`src/gaussian_blur_3x3_assert.svh`:
```
// assertion macros for the gaussian blur block
`ifndef GAUSSIAN_BLUR_3X3_ASSERT_SVH
`define GAUSSIAN_BLUR_3X3_ASSERT_SVH

// same-cycle implication, disabled while in reset
`define GB3_ASSERT_NOW(label, clk, rst_n, ante, cons) \
    label: assert property (@(posedge clk) disable iff (!rst_n) (ante) |-> (cons)) \
        else $error("gaussian_blur_3x3: check failed");

// next-cycle implication, disabled while in reset
`define GB3_ASSERT_NEXT(label, clk, rst_n, ante, cons) \
    label: assert property (@(posedge clk) disable iff (!rst_n) (ante) |=> (cons)) \
        else $error("gaussian_blur_3x3: check failed");

`endif

```
`src/gb3_pkg.sv`:
```
// shared types and constants for the 3x3 gaussian blur
package gb3_pkg;

    localparam int PIX_W          = 8;
    localparam int FRAME_WIDTH_W  = 11;
    localparam int FRAME_HEIGHT_W = 16;
    localparam int CFG_DATA_W     = 16;
    localparam int CFG_INDEX_W    = 1;
    localparam int ROW_W          = 16;

    localparam int RESET_FRAME_WIDTH  = 1024;
    localparam int RESET_FRAME_HEIGHT = 1024;

    // configuration register indexes
    localparam logic [CFG_INDEX_W-1:0] REG_FRAME_WIDTH  = 1'b0;
    localparam logic [CFG_INDEX_W-1:0] REG_FRAME_HEIGHT = 1'b1;

    typedef logic [PIX_W-1:0] pixel_t;

    // 3x3 neighborhood: left, center and right columns, top to bottom
    typedef struct packed {
        pixel_t l_top;
        pixel_t l_mid;
        pixel_t l_bot;
        pixel_t c_top;
        pixel_t c_mid;
        pixel_t c_bot;
        pixel_t r_top;
        pixel_t r_mid;
        pixel_t r_bot;
    } gb3_win_t;

    // queue status seen by the front and back parts
    typedef struct packed {
        logic full;
        logic empty;
    } gb3_q_status_t;

endpackage

```
`src/gb3_queue.sv`:
```
// short queue between the front and back parts
module gb3_queue #(
    parameter int WIDTH = 8,
    parameter int DEPTH = 4
) (
    input  logic                   clk,
    input  logic                   rst_n,
    input  logic                   push,
    input  logic [WIDTH-1:0]       wdata,
    input  logic                   pop,
    output logic [WIDTH-1:0]       rdata,
    output gb3_pkg::gb3_q_status_t status
);

    localparam int AW = $clog2(DEPTH);

    logic [WIDTH-1:0] slot_reg [DEPTH];
    logic [AW-1:0]    wr_ptr_reg;
    logic [AW-1:0]    rd_ptr_reg;
    logic [AW:0]      count_reg;
    logic [AW:0]      count_next;

    assign status.full  = (count_reg == (AW+1)'(DEPTH));
    assign status.empty = (count_reg == '0);
    assign rdata        = slot_reg[rd_ptr_reg];

    // occupancy
    always_comb
    begin
        count_next = count_reg;
        if (push && !pop)
            count_next = count_reg + (AW+1)'(1);
        else if (pop && !push)
            count_next = count_reg - (AW+1)'(1);
    end

    // pointers
    always_ff @(posedge clk or negedge rst_n)
    begin
        if (!rst_n)
        begin
            wr_ptr_reg <= '0;
            rd_ptr_reg <= '0;
            count_reg  <= '0;
        end
        else
        begin
            if (push)
                wr_ptr_reg <= (wr_ptr_reg == AW'(DEPTH - 1)) ? '0 : wr_ptr_reg + AW'(1);
            if (pop)
                rd_ptr_reg <= (rd_ptr_reg == AW'(DEPTH - 1)) ? '0 : rd_ptr_reg + AW'(1);
            count_reg <= count_next;
        end
    end

    // slot storage
    always_ff @(posedge clk)
    begin
        if (push)
            slot_reg[wr_ptr_reg] <= wdata;
    end

endmodule

```
`config.mk`:
```
export PLATFORM = sky130hd
export DESIGN_NAME = gb3_queue
export DESIGN_NICKNAME = d
export VERILOG_FILES = /design/src/gaussian_blur_3x3_assert.svh /design/src/gb3_pkg.sv /design/src/gb3_queue.sv
export SDC_FILE = /design/constraint.sdc
export NUM_CORES = 1
export LEC_CHECK = 0
export BUFFER_PORTS_ARGS = -buffer_cell sky130_fd_sc_hd__buf_4
export CAP_MARGIN = 40
export CORE_MARGIN = 4
export CORE_UTILIZATION = 45
export CTS_BUF_LIST = sky130_fd_sc_hd__clkbuf_4 sky130_fd_sc_hd__clkbuf_8
export CTS_CLUSTER_DIAMETER = 200
export DETAILED_ROUTE_END_ITERATION = 10
export GPL_TIMING_DRIVEN = 0
export PLACE_DENSITY = 0.7
export SLEW_MARGIN = 25
export SYNTH_ARGS = -nofsm -noshare
export SYNTH_HDL_FRONTEND = slang
export SYNTH_SLANG_ARGS = --single-unit
```
`constraint.sdc`:
```
create_clock -name clk -period 2.67 [get_ports clk]
set_input_delay 0.534 -clock clk [delete_from_list [all_inputs] [get_ports clk]]
set_output_delay 0.534 -clock clk [all_outputs]
set_load 0.03 [all_outputs]
```
* Word-level counts from Yosys, hierarchy flattened *
Memory sizes are Yosys's and may differ from the RTL's.
Index checks and enable logic that the tools add are counted.

storage, ports and cells
  register bits after elaboration = 7
  bits in writable memories = 32
  bits of input ports = 12
  output and inout port bits = 10
  logic and storage cells = 23
  memories = 1

cells by class
  add/subtract/negate cells = 4
  equality and inequality tests = 3
  mux-type cells = 6
  reduce and logical (&&, ||, !) cells = 6

memories
  name      words  width  rd ports  clocked after Yosys merged registers in  write ports  RTL line         source
  slot_reg  4      8      1         0                                        1            gb3_queue.sv:17  logic [WIDTH-1:0] slot_reg [DEPTH];

operator list
  cell                 count
  $mux 3               2
  $add 2x1->2 const B  2
  $eq 2x2->1 const B   2
  $mux 2               2
  $add 3x1->3 const B  1
  $eq 3x3->1 const B   1
  $logic_not 3->1      1
  $sub 3x1->3 const B  1
  $logic_and 1x1->1    2
  $logic_not 1->1      2
  $mux 1               2
  $reduce_bool 2->1    1

* Logic depth before layout (Yosys ltp) *
  depth in word-level cells = 4
  depth in mapped cells = 7
  gate-level depth less buffers = 7

* Least setup slack after synthesis *
Ideal clock, no wire load.

  path kind = register to output
  start = register count_reg[0]
  end = output status[1] (netlist name)
  data arrival time = 1160 ps
  required time = 2136 ps
  setup slack = 976 ps
  stages on the path, launching flop included = 2
  path buffers = 0
  cell sequence = dfrtp_1 nor3b_1

RTL lines
  element                 RTL line         source
  from (decl)             gb3_queue.sv:20  logic [AW:0] count_reg;
  from (signal assigned)  gb3_queue.sv:52  count_reg <= count_next;
  to (decl)               gb3_queue.sv:12  output gb3_pkg::gb3_q_status_t status

* Worst setup path after layout *
  start = register rd_ptr_reg[0]
  end = output rdata[6]

on the way
  longest elaborated chain between the ends = 1

ends and longest elaborated chain
  element                 RTL line         source
  from (decl)             gb3_queue.sv:19  logic [AW-1:0] rd_ptr_reg;
  from (signal assigned)  gb3_queue.sv:51  rd_ptr_reg <= (rd_ptr_reg == AW'(DEPTH - 1)) ? '0 : rd_ptr_reg + AW'(1);
  $mem_v2 4x8             --
  to (decl)               gb3_queue.sv:11  output logic [WIDTH-1:0] rdata,

No other way between the ends.

==> impl_metrics.json <==
{
  "synthAdderAreaFrac": 0.0606,
  "syn_area_um2": 1570,
  "drt_iter0_drc": 53,
  "reg2reg_from": "wr_ptr_reg[1]$_DFFE_PN0P_",
  "grt_pass1_wl_um": 3780,
  "power_switching_share": 0.335,
  "worstPathRequired_ns": 2.14,
  "drv_slew": 0,
  "worstHoldPathType": "primary input to register",
  "fin_crit_sh": 0.804,
  "yosys.area.top_type": "edfxtp_1",
  "area_growth_pct": 19.5,
  "synth_ff_type": "edfxtp_1",
  "status": "finished, final reports clean",
  "synth_seq_cells": 39,
  "postCtsSetupBuffers": 0,
  "wl_um": 2290,
  "synth_xor_area_frac": 0.0167,
  "setup_viol": 0,
  "diodes": 0,
  "drt-pass1-iter-count": 4,
  "grt_max_degree": 14,
  "coreArea_um2": 3360,
  "fillers": 278,
  "synth_commonest_cells": "edfxtp_1 (32), mux4_2 (8), dfrtp_1 (7), ha_1 (6)",
  "synth-async-reset-ratio": 0.179,
  "tightest_slew_ns": 0.442,
  "clock-skew-final_ns": 0.00674,
  "grt_use_total": 0.125,
  "ant_nets": 0,
  "crit_start": "rd_ptr_reg[0]$_DFFE_PN0P_",
  "multiInputGateArea_um2": 402,
  "first_global_vias": 806,
  "avgSynthCellArea_um2": 19.9,
  "start_kind": "register",
  "worstSetupEndpointType": "primary output",
  "netlist_instances": 79,
  "post_cts_resize_count": 0,
  "place_congestion": 0.632,
  "pwr-share-seq": 0.427,
  "switchingPower_w": 0.000679,
  "vias_per_cell": 4.95,
  "initial_utilization": 0.467,
  "post-route-drc-count": 0,
  "cts_buffer_depth": 2,
  "h-tree-depth": 2,
  "pwr-share-clk": 0.191,
  "crit_path_end": "rdata[6]",
  "cts.hold.buffers_added": 1,
  "cts_buffers": 5,
  "rows": 21,
  "muxShareOfSynthArea": 0.136,
  "power.leakage_nw": 0.709,
  "clockRootBuffer": "clkbuf_4",
  "reg2reg_slack_ns": 1.24,
  "arrival_ns": 1.61,
  "rsz0062_at_grt": "no",
  "combPwrFrac": 0.382,
  "p_per_area_nw_per_um2": 1080,
  "avgRoutedWirePerCell_um": 14.8,
  "met2_usage": 0.195,
  "nNetsFinal": 127,
  "place_area_um2": 1780,
  "synth_top_family_by_area": "multiplexers",
  "ys_seq_area_frac": 0.724,
  "finalSetupTns_ns": 0,
  "rr_endpoint": "slot_reg[1][1]$_DFFE_PP_",
  "clkLatencyLatePin_ns": 0.35,
  "seq_area_um2": 1140,
  "netlist.area_leader.share": 0.612,
  "ios": 22,
  "top_usage_layer": "met2",
  "dr_total_vias": 767,
  "die_y_um": 67.1,
  "maxCapViolations": 0,
  "antenna_found_initial": 0,
  "ir_drop_mv": 0.473,
  "met1_usage": 0.151,
  "drive_gt1_frac": 0.385,
  "port_buffers": 21,
  "fmax_ghz": 0.466,
  "grt_overflow_total": 0,
  "p_int_w": 0.00135,
  "worst-setup-path-type": "register to primary output",
  "yosys.cell_count.top_type": "edfxtp_1",
  "dieArea_um2": 4500,
  "path_max_fanout": 10,
  "synth_compound_area_frac": 0.00638,
  "synth_area_leaders": "edfxtp_1 (61%), mux4_2 (11%), dfrtp_1 (11%)",
  "slew_headroom": 0.705,
  "synth_simple_gate_area_frac": 0.0359,
  "period_minus_slack_ns": 2.15,
  "syn_nets": 98,
  "yosysUniqueCellTypes": 17,
  "stdcell_area_um2": 1880,
  "clk_pin_slew_worst_paths_ns": 0.12,
  "cts_num_sinks": 39,
  "cts_tree": "built",
  "hold_viol": 0,
  "r2r_cells": 3,
  "grt_util_met3": 0.0354,
  "ys_warn_count": 0,
  "dp_hpwl_um": 1600,
  "synth_edf_count": 32,
  "die_w_um": 67.1,
  "largest_reg_flops": 32
}
==> cells by family after synthesis <==
family | after synthesis
AO/OA/AOI/OAI | 2
AND/OR/NAND/NOR | 11
XOR/XNOR | 3
flip-flops | 39
multiplexers | 11
adder cells (fa/ha/maj) | 7
buffers and inverters | 6
==> power by group through the flow <==
stage | combinational (W) | sequential (W) | clock, W
final | 0.000773 | 0.000864 | 0.000387
after global routing | 0.000847 | 0.000882 | 0.000430
after CTS | 0.000792 | 0.000866 | 0.000399
after detailed placement | 0.000790 | 0.000881 | 0
after global placement | 0.000770 | 0.000870 | 0
after floorplan | 0.000559 | 0.000863 | 0
==> critical path, stage by stage, from the launching register on <==
cell and delay (ns):
dfrtp_1 0.38, buf_6 0.18, mux4_2 0.52, buf_4 0.18
==> cells in the final DEF, fill, tap and decap left out <==
cell            n
nor3b_1         1
clkbuf_4        5
dlygate4sd3_1   1
ha_1            6
o21ai_0         2
inv_1           4
clkinv_4        1
nor2_1          3
nand2_1         2
bufinv_16       1
clkinv_2        1
xnor2_1         1
edfxtp_1       32
and2_1          4
buf_2           1
buf_6           1
mux4_2          8
fa_1            1
nor3_1          1
buf_4          21
xor2_1          2
mux2_2          3
dfrtp_1         7
==> routing by layer <==
| metal | vias to the layer above | part of all wire | wire length (um) |
|---|---|---|---|
| met3 | 8 | 0.054 | 123 |
| met4 | 0 | 0.028 | 64 |
| met1 | 381 | 0.40 | 908 |
| li1 | 358 | - | - |
| met5 | - | 0 | 0 |
| met2 | 20 | 0.52 | 1200 |
==> worst min-delay path by stage <==
| stage | start | to | slack (ns) | cells after the start |
|---|---|---|---|---|
| floorplan | rst_n | count_reg[0]$_DFFE_PN0P_ | 0.24 | 0 |
| global placement | rst_n | count_reg[2]$_DFFE_PN0P_ | 0.35 | 1 |
| detailed placement | rst_n | count_reg[1]$_DFFE_PN0P_ | 0.35 | 1 |
| CTS | wdata[5] | slot_reg[2][5]$_DFFE_PP_ | 0.36 | 1 |
| global route | wdata[5] | slot_reg[1][5]$_DFFE_PP_ | 0.35 | 1 |
| finish | wdata[0] | slot_reg[0][0]$_DFFE_PP_ | 0.38 | 1 |
==> per-stage QoR <==
stage / total power, W / worst slack [ns] / hold WS [ns] / instances / util
global route: 0.00216 / 0.419 / 0.347 / 155 / 0.558
floorplan: 0.00142 / 0.976 / 0.238 / 79 / -
global placement: 0.00164 / 0.895 / 0.349 / 146 / 0.531
finish: 0.00202 / 0.523 / 0.377 / 155 / 0.558
detailed placement: 0.00167 / 0.835 / 0.353 / 146 / 0.531
CTS: 0.00206 / 0.487 / 0.356 / 155 / 0.558
==> layout make-up <==
type,count,area share
flip-flops and latches,39,0.606
well taps,46,0.0307
clock inverters,3,0.0233
clock buffers,5,0.0200
inverters,4,0.00801
multi-input cells,34,0.214
plain buffers,2,0.00867
repair buffers,22,0.0894
(Power assumes the default switching activity.)
