File: src/gaussian_blur_3x3_assert.svh
// assertion macros for the gaussian blur block
`ifndef GAUSSIAN_BLUR_3X3_ASSERT_SVH
`define GAUSSIAN_BLUR_3X3_ASSERT_SVH

// same-cycle implication, disabled while in reset
`define GB3_ASSERT_NOW(label, clk, rst_n, ante, cons) \
    label: assert property (@(posedge clk) disable iff (!rst_n) (ante) |-> (cons)) \
        else $error("gaussian_blur_3x3: check failed");

// next-cycle implication, disabled while in reset
`define GB3_ASSERT_NEXT(label, clk, rst_n, ante, cons) \
    label: assert property (@(posedge clk) disable iff (!rst_n) (ante) |=> (cons)) \
        else $error("gaussian_blur_3x3: check failed");

`endif

File: src/gb3_pkg.sv
// shared types and constants for the 3x3 gaussian blur
package gb3_pkg;

    localparam int PIX_W          = 8;
    localparam int FRAME_WIDTH_W  = 11;
    localparam int FRAME_HEIGHT_W = 16;
    localparam int CFG_DATA_W     = 16;
    localparam int CFG_INDEX_W    = 1;
    localparam int ROW_W          = 16;

    localparam int RESET_FRAME_WIDTH  = 1024;
    localparam int RESET_FRAME_HEIGHT = 1024;

    // configuration register indexes
    localparam logic [CFG_INDEX_W-1:0] REG_FRAME_WIDTH  = 1'b0;
    localparam logic [CFG_INDEX_W-1:0] REG_FRAME_HEIGHT = 1'b1;

    typedef logic [PIX_W-1:0] pixel_t;

    // 3x3 neighborhood: left, center and right columns, top to bottom
    typedef struct packed {
        pixel_t l_top;
        pixel_t l_mid;
        pixel_t l_bot;
        pixel_t c_top;
        pixel_t c_mid;
        pixel_t c_bot;
        pixel_t r_top;
        pixel_t r_mid;
        pixel_t r_bot;
    } gb3_win_t;

    // queue status seen by the front and back parts
    typedef struct packed {
        logic full;
        logic empty;
    } gb3_q_status_t;

endpackage

File: src/gb3_back.sv
// back part: weighted 3x3 sum, rounding and output register
module gb3_back #(
    parameter int CW = 10
) (
    input  logic                          clk,
    input  logic                          rst_n,
    input  gb3_pkg::gb3_q_status_t        q_status,
    input  gb3_pkg::gb3_win_t             win,
    input  logic [gb3_pkg::ROW_W-1:0]     row,
    input  logic [CW-1:0]                 col,
    input  logic                          last,
    output logic                          pop,
    output logic                          out_valid,
    input  logic                          out_stall,
    output logic [gb3_pkg::PIX_W-1:0]     pixel_out,
    output logic [gb3_pkg::ROW_W-1:0]     out_row,
    output logic [CW-1:0]                 out_col,
    output logic                          frame_last
);

    localparam int SW = gb3_pkg::PIX_W + 4;

    logic                          out_valid_reg;
    logic [gb3_pkg::PIX_W-1:0]     pixel_reg;
    logic [gb3_pkg::ROW_W-1:0]     row_reg;
    logic [CW-1:0]                 col_reg;
    logic                          last_reg;
    logic [SW-1:0]                 sum;
    logic [SW-1:0]                 rounded;

    // take the next item when the output register is free or draining
    assign pop = !q_status.empty && (!out_valid_reg || !out_stall);

    // kernel 1 2 1 / 2 4 2 / 1 2 1, then add half and drop four bits
    always_comb
    begin
        sum = SW'(win.l_top) + SW'({win.l_mid, 1'b0}) + SW'(win.l_bot)
            + SW'({win.c_top, 1'b0}) + SW'({win.c_mid, 2'b00}) + SW'({win.c_bot, 1'b0})
            + SW'(win.r_top) + SW'({win.r_mid, 1'b0}) + SW'(win.r_bot);
        rounded = sum + SW'(8);
    end

    // output valid
    always_ff @(posedge clk or negedge rst_n)
    begin
        if (!rst_n)
            out_valid_reg <= 1'b0;
        else if (pop)
            out_valid_reg <= 1'b1;
        else if (!out_stall)
            out_valid_reg <= 1'b0;
    end

    // output payload
    always_ff @(posedge clk)
    begin
        if (pop)
        begin
            pixel_reg <= rounded[SW-1:4];
            row_reg   <= row;
            col_reg   <= col;
            last_reg  <= last;
        end
    end

    assign out_valid  = out_valid_reg;
    assign pixel_out  = pixel_reg;
    assign out_row    = row_reg;
    assign out_col    = col_reg;
    assign frame_last = last_reg;

endmodule

File: config.mk
export PLATFORM = sky130hd
export DESIGN_NAME = gb3_back
export DESIGN_NICKNAME = d
export VERILOG_FILES = /design/src/gaussian_blur_3x3_assert.svh /design/src/gb3_pkg.sv /design/src/gb3_back.sv
export SDC_FILE = /design/constraint.sdc
export NUM_CORES = 1
export LEC_CHECK = 0
export BUFFER_PORTS_ARGS = -buffer_cell sky130_fd_sc_hd__buf_2
export CAP_MARGIN = 20
export CORE_ASPECT_RATIO = 0.6
export CORE_MARGIN = 2
export CORE_UTILIZATION = 40
export DETAILED_ROUTE_END_ITERATION = 12
export PLACE_DENSITY = 0.79
export SETUP_SLACK_MARGIN = 0.2
export SKIP_CTS_REPAIR_TIMING = 1
export SYNTH_ARGS = -nofsm -noshare
export SYNTH_HDL_FRONTEND = slang
export SYNTH_SLANG_ARGS = --single-unit
File: constraint.sdc
create_clock -name clk -period 3.4 [get_ports clk]
set_clock_uncertainty 0.1 [all_clocks]
set_input_delay 0.68 -clock clk [delete_from_list [all_inputs] [get_ports clk]]
set_output_delay 0.68 -clock clk [all_outputs]
set_load 0.05 [all_outputs]
# ---- Yosys cells after proc, flatten, opt, wreduce, memory -nomap -nowiden
# Cells that the tools add are included.
dict set report classes {
  addsub 9
  eq_ne 1
  mux 2
  n_reduce_logical 5
}
# op count
set ops {}
lappend ops {{12-bit by 8-bit adder with 12-bit output} 2}
lappend ops {{12-bit by 9-bit adder with 12-bit output} 2}
lappend ops {{11-bit by 9-bit adder with 12-bit output} 1}
lappend ops {{12-bit by 10-bit adder with 12-bit output} 1}
lappend ops {{12-bit by 4-bit adder with 12-bit output, second input constant} 1}
lappend ops {{10-bit by 8-bit adder with 11-bit output} 1}
lappend ops {{8-bit by 9-bit adder with 10-bit output} 1}
lappend ops {{1-bit zero test} 3}
lappend ops {{1-bit two-way mux} 2}
lappend ops {{2-bit != test, second input constant} 1}
lappend ops {{1-bit logical AND} 1}
lappend ops {{1-bit logical OR} 1}
dict set report totals {
  reg_bits 36
  out_inout_bits 37
  elab_cells 22
}

# ---- Longest topological paths before layout
dict set report logic_depth {
  word_depth 9
  mapped_depth 15
  mapped_depth_nobuf 15
}

# ---- Least setup slack after synthesis
# OpenSTA, ideal clock, no wires.
dict set report synth_path {
  path_type {input port to flip-flop}
  startpoint {input win[4] (netlist name)}
  endpoint {register pixel_reg, in the netlist pixel_out[7], data pin}
  t_arrival_ns 3.971
  t_required_ns 3.036
  path_slack_ns -0.935
  cell_stages 14
  cell_sequence {inv_1 -> fa_1 -> inv_1 -> fa_1 -> fa_1 -> inv_1 -> fa_1 -> inv_1 -> ha_1 -> a21oi_1 -> o21ai_2 -> o2111ai_2 -> a31oi_1 -> xor2_1}
}
dict set report synth_between {
  elab_chain_cells 2
}
# item line
set synth_lines {}
lappend synth_lines {{from (decl)} gb3_back.sv:8} ;# input gb3_pkg::gb3_win_t win,
lappend synth_lines {{12-bit by 8-bit adder with 12-bit output} gb3_back.sv:39} ;# + SW'(win.r_top) + SW'({win.r_mid, 1'b0}) + SW'(win.r_bot);
lappend synth_lines {{12-bit by 4-bit adder with 12-bit output} gb3_back.sv:40} ;# rounded = sum + SW'(8);
lappend synth_lines {{named net rounded[11]} gb3_back.sv:29} ;# logic [SW-1:0] rounded;
lappend synth_lines {{to (signal assigned)} gb3_back.sv:59} ;# pixel_reg <= rounded[SW-1:4];
lappend synth_lines {{to (decl)} gb3_back.sv:24} ;# logic [gb3_pkg::PIX_W-1:0] pixel_reg;
# The timed path passes the listed nets, and every way through them passes these cells.
# A chain may end at the register's enable or synchronous reset.

# ---- Final worst setup path
dict set report layout_path {
  startpoint {input win[49] (netlist name)}
  endpoint {register pixel_reg, in the netlist pixel_out[3], data pin}
}
dict set report layout_between {
  elab_chain_cells 8
}
# item line
set layout_lines {}
lappend layout_lines {{10-bit by 8-bit adder with 11-bit output} gb3_back.sv:37} ;# sum = SW'(win.l_top) + SW'({win.l_mid, 1'b0}) + SW'(win.l_bot)
lappend layout_lines {{11-bit by 9-bit adder with 12-bit output} gb3_back.sv:38} ;# + SW'({win.c_top, 1'b0}) + SW'({win.c_mid, 2'b00}) + SW'({win.c_bot, 1'b0})
lappend layout_lines {{12-bit by 10-bit adder with 12-bit output} gb3_back.sv:38}
lappend layout_lines {{12-bit by 9-bit adder with 12-bit output} gb3_back.sv:38}
lappend layout_lines {{12-bit by 8-bit adder with 12-bit output} gb3_back.sv:39}
lappend layout_lines {{12-bit by 9-bit adder with 12-bit output} gb3_back.sv:39}
lappend layout_lines {{12-bit by 8-bit adder with 12-bit output} gb3_back.sv:39}
lappend layout_lines {{12-bit by 4-bit adder with 12-bit output} gb3_back.sv:40}
lappend layout_lines {{named net rounded[7]} gb3_back.sv:29}
# The timed path passes the listed nets, and every way through them passes these cells.

==> out/results.ini <==
[critical_path]
cp.required_ns=3.32
worst_setup_path_start_kind=input port
arrival_ns=3.88
crit_type=input port to flop
end_kind=flop
path_max_fanout=2

[cells_and_area]
largest_reg_flops=16
final_common_cell=buf_2
drive_gt1_share_pct=51.2
final_cell_mix=buf_2 (134), inv_1 (73), fa_1 (48)
fin_nets=583
syn_to_final_growth_pct=44.7
diodes=0

[floorplan]
core_mm2=0.00727
std_cell_rows=24
pin_count=141
fp.dieW_um=116
die_area_mm2=0.00823
chipHeight_um=71.1
initial_utilization_pct=41.3

[logic_synthesis]
syn_area_per_cell_um2=12.4
synthesis.instances=241
syn-num-nets=417
syn_area_mm2=0.00300
ys_ff_latch=36
ys_types=24
yosysWarnings=0
synth_seq_area_share_pct=35.9

[power]
p_leak_nw=2.21
p_per_area_mw_per_mm2=1030
ir_drop_uv=557

[placed_design]
gp_congestion=0.726
hpwl_mm=5.32
dp_slack_ns=-0.934
numPortBuffers=139

[timing]
timing.final.hold_violations=0
fin_crit_sh_pct=117
setup_viol=8
tightest_slew_ns=0.428
max_slew_margin_pct=71.4
fmax_ghz=0.252
finalSetupTns_ns=-4.12
min_period_ns=3.96
rsz0062_at_grt=yes
layout_setup_ws_ns=-0.565
slew_violations=0

[clock_tree]
clkLatencyLatePin_ns=0.27
cts_buffers=5
cts_root_buffer=clkbuf_16
clkSlewWorstSetupHoldPaths_ns=0.05
clock-sinks=36
cts_max_level=2
cts_tree=done
clockBufferDepth=2

[global_routing]
grt_max_degree=36
grt_pass1_vias=2278
gr-total-overflow=0
grt_pass1_wl_mm=9.72
track_usage_pct=14.9
antenna_found_initial=0

[run]
maxCapViolCount=0

[worst_hold_path]
min_path_type=input port to asynchronous set/reset pin

[route]
postRouteAntennaNets=0
drc=0
drt_pass1_iterations=4
vias=2135
wirelength_mm=6.06
wl_per_cell_um=11.8
drt_iter0_drc=42
via_per_inst=4.17

[status]
status=finished, violations left
violations=negative setup slack

-- per-layer routing --
layer  vias to the layer above  wire, µm  global-route usage, %  share of wire [%]
met5                         -         0                      0                  0
met4                         0        55                   2.65               0.91
met3                         6       301                   3.00                5.0
met2                        58      3140                   26.6                 52
met1                      1019      2560                   19.3                 42
li1                       1052         -                      -                  -
-- final timing paths --
| path | startpoint | endpoint | slack, ns | cells past startpoint |
|---|---|---|---|---|
| max | win[49] | pixel_out[3] | -0.56 | 17 |
| min | rst_n | out_valid | 0.07 | 1 |
| max reg2reg | out_valid | out_col[3] | 1.96 | 2 |
| min reg2reg | out_valid | out_valid | 0.46 | 2 |
| max in group asynchronous | rst_n | out_valid | 3.04 | 1 |
| min in group clk | out_valid | out_valid | 0.46 | 2 |
-- cell usage after synthesis --
cell type | instances | area share [%]
inv_1 | 90 | 11
a21o_1 | 3 | 0.75
o21ai_2 | 1 | 0.29
xor2_1 | 6 | 1.8
a31oi_1 | 2 | 0.42
nand2b_1 | 3 | 0.63
ha_1 | 19 | 7.9
o211ai_1 | 1 | 0.25
edfxtp_1 | 35 | 35
xnor2_1 | 2 | 0.58
dfrtp_1 | 1 | 0.83
nand4_1 | 1 | 0.21
o211ai_2 | 1 | 0.42
o21ai_0 | 3 | 0.50
fa_1 | 53 | 35
a21oi_1 | 7 | 1.2
nand2_1 | 6 | 0.75
or3_1 | 1 | 0.21
nand3_1 | 1 | 0.17
and4_2 | 1 | 0.33
nor2_1 | 1 | 0.12
o2111ai_2 | 1 | 0.50
a211oi_1 | 1 | 0.25
a21o_2 | 1 | 0.29
-- power by group --
| part | leakage [nW] | total [mW] | internal [mW] | switching, mW |
|---|---|---|---|---|
| clock network | 0.0655 | 0.418 | 0.269 | 0.149 |
| logic | 1.80 | 3.37 | 1.66 | 1.71 |
| registers | 0.344 | 0.696 | 0.679 | 0.0173 |
-- metrics by stage --
| step | hold slack [ns] | power, mW | instances | instance area, µm² | utilization, % |
|---|---|---|---|---|---|
| floorplan | 0.284 | 2.81 | 241 | 3110 | - |
| global placement | 0.355 | 3.63 | 503 | 4090 | 56.3 |
| detailed placement | 0.356 | 3.75 | 503 | 4090 | 56.3 |
| CTS | 0.0661 | 4.18 | 511 | 4230 | 58.2 |
| global route | 0.0619 | 4.86 | 512 | 4340 | 59.7 |
| finish | 0.0721 | 4.48 | 512 | 4340 | 59.7 |
-- worst max-delay path, cell delays in order --
cell and delay (ns):
buf_8 0.07, inv_4 0.03, fa_1 0.55, inv_2 0.05, fa_1 0.56, inv_2 0.05, fa_2 0.60, inv_2 0.05
ha_4 0.26, inv_2 0.04, ha_4 0.15, a211oi_2 0.22, o21ai_2 0.11, buf_4 0.14, buf_6 0.11, a31oi_4 0.13
xnor2_1 0.08
-- cells by family after synthesis --
kind of cell	count (synthesis)	synth area share, %
AO/OA/AOI/OAI	21	4.84
XOR/XNOR	8	2.34
adder cells (fa/ha/maj)	72	43.3
buffers and inverters	90	11.3
flip-flops	36	35.9
AND/OR/NAND/NOR	14	2.42
-- area by class of cell --
cell class,instances,area (µm²)
Clock buffer,7,133
Inverter,90,353
Clock inverter,1,3.75
Multi-Input combinational cell,115,1750
Fill cell,623,2930
Sequential cell,36,1080
Timing Repair Buffer,159,892
Tap cell,104,130
No activity file was read; power rests on OpenSTA's default activity.
